## src/rtl/sfla_pkg.sv

```systemverilog
// sfla_pkg: shared constants, types and a helper function for the allocator
// no dependencies
package sfla_pkg;

  localparam int Granule      = 8;
  localparam int GranBits     = 3;
  localparam int LargestClass = 128;
  localparam int ClassCount   = 16;
  localparam int ClsBits      = 4;
  localparam int RefillBlocks = 20;
  localparam int CntBits      = 5;
  localparam int AddrBits     = 16;
  localparam int LinkBits     = AddrBits - GranBits;
  localparam int LinkDepth    = 1 << LinkBits;
  localparam int WideBits     = AddrBits + 1;

  typedef enum logic [1:0] {
    StAlloc   = 2'd0,
    StFreed   = 2'd1,
    StTooBig  = 2'd2,
    StNoMem   = 2'd3
  } status_e;

  // datapath operations issued by the controller
  typedef enum logic [3:0] {
    OpNone,
    OpLatch,      // capture request, compute class
    OpFreePush,   // push block_addr on its list
    OpPopRd,      // read link of class head
    OpPopWr,      // update head from link, result = old head
    OpChunkEval,  // decide pool vs heap
    OpRemPush,    // push pool remainder
    OpHeapTake,   // refill pool from heap
    OpScanStep,   // check one larger class
    OpScanRd,     // read link of scan head
    OpScanWr,     // scanned block becomes pool
    OpDivStep,    // count = left / blk, one subtract step
    OpGrant,      // carve chunk from pool
    OpLinkStep,   // write one link of the new run
    OpNoMem       // pool cleared
  } op_e;

  typedef struct packed {
    op_e op;
  } cmd_t;

  typedef struct packed {
    logic too_big;
    logic is_free;
    logic head_nz;
    logic pool_fits;
    logic need_div;
    logic div_done;
    logic left_nz;
    logic heap_ok;
    logic scan_hit;
    logic scan_end;
    logic link_done;
    logic cnt_gt1;
    logic pass_end;
  } stat_t;

  function automatic logic [ClsBits-1:0] class_of(input logic [WideBits-1:0] b);
    logic [WideBits-1:0] c;
    begin
      c = (b + WideBits'(Granule - 1)) >> GranBits;
      c = (c == '0) ? '0 : c - 1'b1;
      class_of = (c < WideBits'(ClassCount)) ? c[ClsBits-1:0] : ClsBits'(ClassCount - 1);
    end
  endfunction

endpackage

```

## src/rtl/sfla_ctrl.sv

```systemverilog
// sfla_ctrl: request sequencer for the allocator
// depends on sfla_pkg
module sfla_ctrl import sfla_pkg::*; (
  input  logic  clk_i,
  input  logic  rst_ni,
  input  logic  start_i,
  input  stat_t stat_i,
  input  logic  done_i,
  output cmd_t  ctl_o,
  output logic  busy_o
);

  typedef enum logic [10:0] {
    SIdle  = 11'b00000000001,
    SDisp  = 11'b00000000010,
    SPopRd = 11'b00000000100,
    SPopWr = 11'b00000001000,
    SEval  = 11'b00000010000,
    SDiv   = 11'b00000100000,
    SGrant = 11'b00001000000,
    SLink  = 11'b00010000000,
    SMiss  = 11'b00100000000,
    SScan  = 11'b01000000000,
    SWait  = 11'b10000000000
  } state_e;

  state_e state_q, state_d;
  logic   scan_rd_q, scan_rd_d;

  always_comb begin
    state_d   = state_q;
    scan_rd_d = 1'b0;
    ctl_o.op  = OpNone;
    unique case (state_q)
      SIdle: if (start_i) begin
        ctl_o.op = OpLatch;
        state_d = SDisp;
      end
      SDisp: begin
        if (stat_i.too_big) state_d = SWait;
        else if (stat_i.is_free) begin
          ctl_o.op = OpFreePush;
          state_d = SWait;
        end else if (stat_i.head_nz) state_d = SPopRd;
        else state_d = SEval;
      end
      SPopRd: begin
        ctl_o.op = OpPopRd;
        state_d = SPopWr;
      end
      SPopWr: begin
        ctl_o.op = OpPopWr;
        state_d = SWait;
      end
      SEval: begin
        ctl_o.op = OpChunkEval;
        if (stat_i.pass_end && !stat_i.pool_fits) begin
          ctl_o.op = OpNoMem;
          state_d = SWait;
        end else if (stat_i.pool_fits) state_d = stat_i.need_div ? SDiv : SGrant;
        else state_d = SMiss;
      end
      SDiv: if (stat_i.div_done) state_d = SGrant;
            else ctl_o.op = OpDivStep;
      SGrant: begin
        ctl_o.op = OpGrant;
        state_d = stat_i.cnt_gt1 ? SLink : SWait;
      end
      SLink: begin
        ctl_o.op = OpLinkStep;
        if (stat_i.link_done) state_d = SWait;
      end
      SMiss: begin
        if (stat_i.left_nz) ctl_o.op = OpRemPush;
        else if (stat_i.heap_ok) begin
          ctl_o.op = OpHeapTake;
          state_d = SEval;
        end else state_d = SScan;
      end
      SScan: begin
        if (scan_rd_q) begin
          ctl_o.op = OpScanWr;
          state_d = SEval;
        end else if (stat_i.scan_hit) begin
          ctl_o.op = OpScanRd;
          scan_rd_d = 1'b1;
        end else if (stat_i.scan_end) begin
          ctl_o.op = OpNoMem;
          state_d = SWait;
        end else ctl_o.op = OpScanStep;
      end
      SWait: state_d = SIdle;
      default: state_d = SIdle;
    endcase
  end

  always_ff @(posedge clk_i or negedge rst_ni) begin
    if (!rst_ni) begin
      state_q   <= SIdle;
      scan_rd_q <= 1'b0;
    end else begin
      state_q   <= state_d;
      scan_rd_q <= scan_rd_d;
    end
  end

  assign busy_o = (state_q != SIdle);

  // a result word is only reported after a request was taken
  a_done_busy: assert property (@(posedge clk_i) disable iff (!rst_ni)
    done_i |-> busy_o) else $error("done without request");
  a_start_latch: assert property (@(posedge clk_i) disable iff (!rst_ni)
    (start_i && !busy_o) |=> busy_o) else $error("request not taken");
  a_wait_idle: assert property (@(posedge clk_i) disable iff (!rst_ni)
    (state_q == SWait) |=> !busy_o) else $error("wait did not return idle");

endmodule

```

## config.mk

```make
export PLATFORM = sky130hd
export DESIGN_NAME = sfla_ctrl
export DESIGN_NICKNAME = d
export VERILOG_FILES = /design/src/rtl/sfla_pkg.sv /design/src/rtl/sfla_ctrl.sv
export SDC_FILE = /design/constraint.sdc
export NUM_CORES = 1
export LEC_CHECK = 0
export ABC_AREA = 0
export BUFFER_PORTS_ARGS = -buffer_cell sky130_fd_sc_hd__buf_4
export CORE_UTILIZATION = 48
export DETAILED_ROUTE_END_ITERATION = 10
export PLACE_DENSITY = 0.81
export SYNTH_ARGS = -nofsm -noshare
export SYNTH_HDL_FRONTEND = slang
export SYNTH_SLANG_ARGS = --single-unit
```

## constraint.sdc

```tcl
create_clock -name clk_i -period 2 [get_ports clk_i]
set_clock_uncertainty 0.15 [all_clocks]
set_input_delay 0.1 -clock clk_i [delete_from_list [all_inputs] [get_ports clk_i]]
set_output_delay 0.1 -clock clk_i [all_outputs]
set_load 0.02 [all_outputs]
```

==> metrics.md <==
| Metric | Value |
|---|---|
| Syn nets | about 150 |
| Max-Cap Viols | 0 |
| CTS tree | done |
| P_leak | slightly below 0.8 nW |
| IO buf count | 20 |
| WHS | -0.100 ns |
| H-tree levels | 1 |
| Top-area cell type share of the netlist area | 0.258 |
| First-pass GRT wire length | ~6.6 mm |
| Commonest non-fill, non-tap cell in the layout | buf_4 |
| Slew at the pin closest to its max-slew limit | around 0.50 ns |
| Tcrit/Tclk final | 1.14 |
| Drt total wl | ~5.2 mm |
| Critical-path cell list | buf_6 -> nand2b_1 -> mux2i_1 -> nand3_1 -> a21oi_1 -> or4_4 -> buf_6 |
| Status | finished with violations |
| Mean Syn Cell Area | about 8.2 um2 |
| Routed Antenna Nets | 0 |
| Wire per inst | about 24 um |
| CP peak stage delay | between 0.5 and 0.6 ns |
| Crit path buf inv count | 2 |
| Initial Util | 0.528 |
| Clock Tree Root | clkbuf_4 |
| Prevailing post-synth register cell | dfrtp_1 |
| Worst-path clk slew | 0.10 ns |
| Hold_buf cts | 9 |
| Grt ovf | 0 |
| DRC | 0 |
| Fmax achieved | between 0.4 and 0.5 GHz |
| Seq cells post-synth | 12 |
| Number of fill cells | 89 |
| Num Clock Sinks | 12 |
| Initial DRC Count | around 120 |
| Hold depth | 2 |
| Largest net degree at the start of global routing | 13 |
| Critical Path Most Common Cell | buf_6 |
| # diodes | 0 |
| Cells after Synth | 130 |
| Via-to-Cell Ratio | 7.06 |
| TNS Setup | -1.46 ns |
| Number of unique standard cell types used by synthesis | between 40 and 50 |
| Peak supply drop | just under 0.0007 V |
| Failing checks | hold timing, setup timing |
| Synth Cell Area | roughly 0.0011 mm2 |
| Utilization after layout | 0.894 |
| Total CTS buffers | 3 |
| Final HPWL DP | 2.47 mm |
| Tot Pwr | 0.00128 W |
| Proportion of layout cells with a drive suffix above 1 | 0.542 |
| Die Wd | 49.2 um |
| Ys Warns | 0 |
| Minimum clock period after layout | approximately 2.3 ns |
| Max-slew violation count | 0 |
| PD cells | approximately 700 mW/mm2 |
| Final setup vio count | 9 |
| Router iterations before antenna repair | 5 |
| Setup crit end kind | output port |
| Top-level port count | 22 |
| Critical path depth | 7 |
| Vias post-DR | between 1500 and 2000 |
| DIE HEIGHT | just under 50 um |
| Worst skew pair latency | approximately 0.29 ns |
| Synth-to-Final Area Change | 69.3% |
| Biggest area consumer among synthesized cells | dfrtp_1 |
| Antenna violations before repair | 0 |
| RePlAce Congestion | approximately 0.94 |
| Crit path kind | reg2out |
| HP Class | in2reg |
| Seq/Total Area, Yosys | 0.283 |
| CP Data Arrival Time | slightly above 2 ns |
| Top cells by area, synth | dfrtp_1, nor2_1, nor4b_1 |
| Kind of cell adding the most delay to the critical path | simple AND/OR/NAND/NOR gates |
| Final #Nets | 208 |
| Ys async rst share | 1.00 |
| Worst relative slew slack | 0.663 |
| RSZ-0062 raised after global routing | yes |
| Die area | ~0.0024 mm2 |
| Std-Cell Rows | 16 |
| Final worst slack | -0.281 ns |
| Final Hold Viols | 1 |
| Commonest cells after routing, fill and taps aside | buf_4, nor2_1, dlygate4sd3_1, buf_6, dfrtp_2 |
| Max clock buf depth | 2 |
| Number of global-route vias before repair | about 1400 |
| FF-to-FF path depth | 6 |
| CP Max Fanout | 5 |
| Overall Global Routing Usage | 0.361 |
| Worst Setup Start Kind | flop |
| Core Area | 0.00202 mm2 |
| Worst path slowest cell | or4_4 |
| Required time of the critical path | 1.75 ns |
| Post-synth EDFFs | 0 |
report_power, final:
| group | switching [W] | internal [W] |
|---|---|---|
| combinational | 0.000408 | 0.000364 |
| sequential | 0.0000559 | 0.000276 |
| clock | 0.0000955 | 0.0000773 |
| total | 0.000560 | 0.000717 |
registers in the layout, summed over array words and instances, names as in the netlist:
signal,cells
scan_rd_q,1
state_q,11
metrics by stage:
stage	cell area (um2)	setup slack, ns	hold WS, ns	std cells
after CTS	1650	-0.147	-0.134	211
after global routing	1810	-0.323	-0.107	217
after detailed placement	1380	-0.00686	-0.196	191
after global placement	1380	0.0410	-0.200	191
final	1810	-0.281	-0.100	217
after floorplan	1070	0.0697	-0.346	130
logic make-up after synthesis:
| kind of cell | after synthesis | synth area share |
|---|---|---|
| AOI/OAI and AO/OA | 32 | 0.204 |
| xor gates and xnor gates | 4 | 0.0328 |
| buffers and inverters | 11 | 0.0504 |
| DFF | 12 | 0.283 |
| muxes | 2 | 0.0199 |
| and+or+nand+nor | 69 | 0.410 |
final timing paths:
| path | start | end | slack (ns) |
|---|---|---|---|
| worst min-delay path | stat_i[0] | state_q[8] | -0.10 |
| worst min register to register | state_q[7] | state_q[6] | 0.56 |
| worst max-delay path | state_q[5] | ctl_o[0] | -0.28 |
| max in group asynchronous | rst_ni | state_q[0] | 1.41 |
| worst max register to register | state_q[4] | state_q[10] | -0.19 |
| min in group asynchronous | rst_ni | state_q[4] | 0.03 |
cells in the mapped netlist, types with 4 or more instances:
cell / n
a21oi_1: 6
buf_2: 4
clkbuf_1: 4
dfrtp_1: 11
nand2_1: 10
nand3_1: 5
nand3b_1: 5
nor2_1: 12
nor2b_1: 5
nor3_1: 4
nor4b_1: 5
o21ai_0: 8
layout make-up:
type,count,area (um2),share of cell area
Sequential cell,12,312,0.172
Tap cell,27,33.8,0.0187
Clock buffer,4,26.3,0.0145
Multi-Input combinational cell,107,886,0.490
Timing Repair Buffer,65,542,0.300
Inverter,2,7.51,0.00416
routing by layer:
layer	track usage	vias up	share of wire	wire length (um)
met5	0	-	0	0
met4	0.186	0	0.061	317
met3	0.0530	49	0.12	628
met2	0.587	152	0.46	2380
met1	0.459	713	0.36	1870
li1	-	617	-	-
worst reg2reg max path, stage by stage, from the launching register on:
cell     delay (ns)
dfrtp_1        0.47
buf_6          0.18
nor4_4         0.29
buf_6          0.17
nand2_1        0.14
nor4_1         0.48
o31a_1         0.22
timing repair:
item                                   in CTS  in global routing
gates resized for setup                    25                 31
setup endpoints to repair                   7                 10
pin swaps                                  10                  5
endpoints found under the hold margin      18                  1
cloned                                      0                  1
setup buffers                               8                  5
No activity file was read; power rests on OpenSTA's default activity.
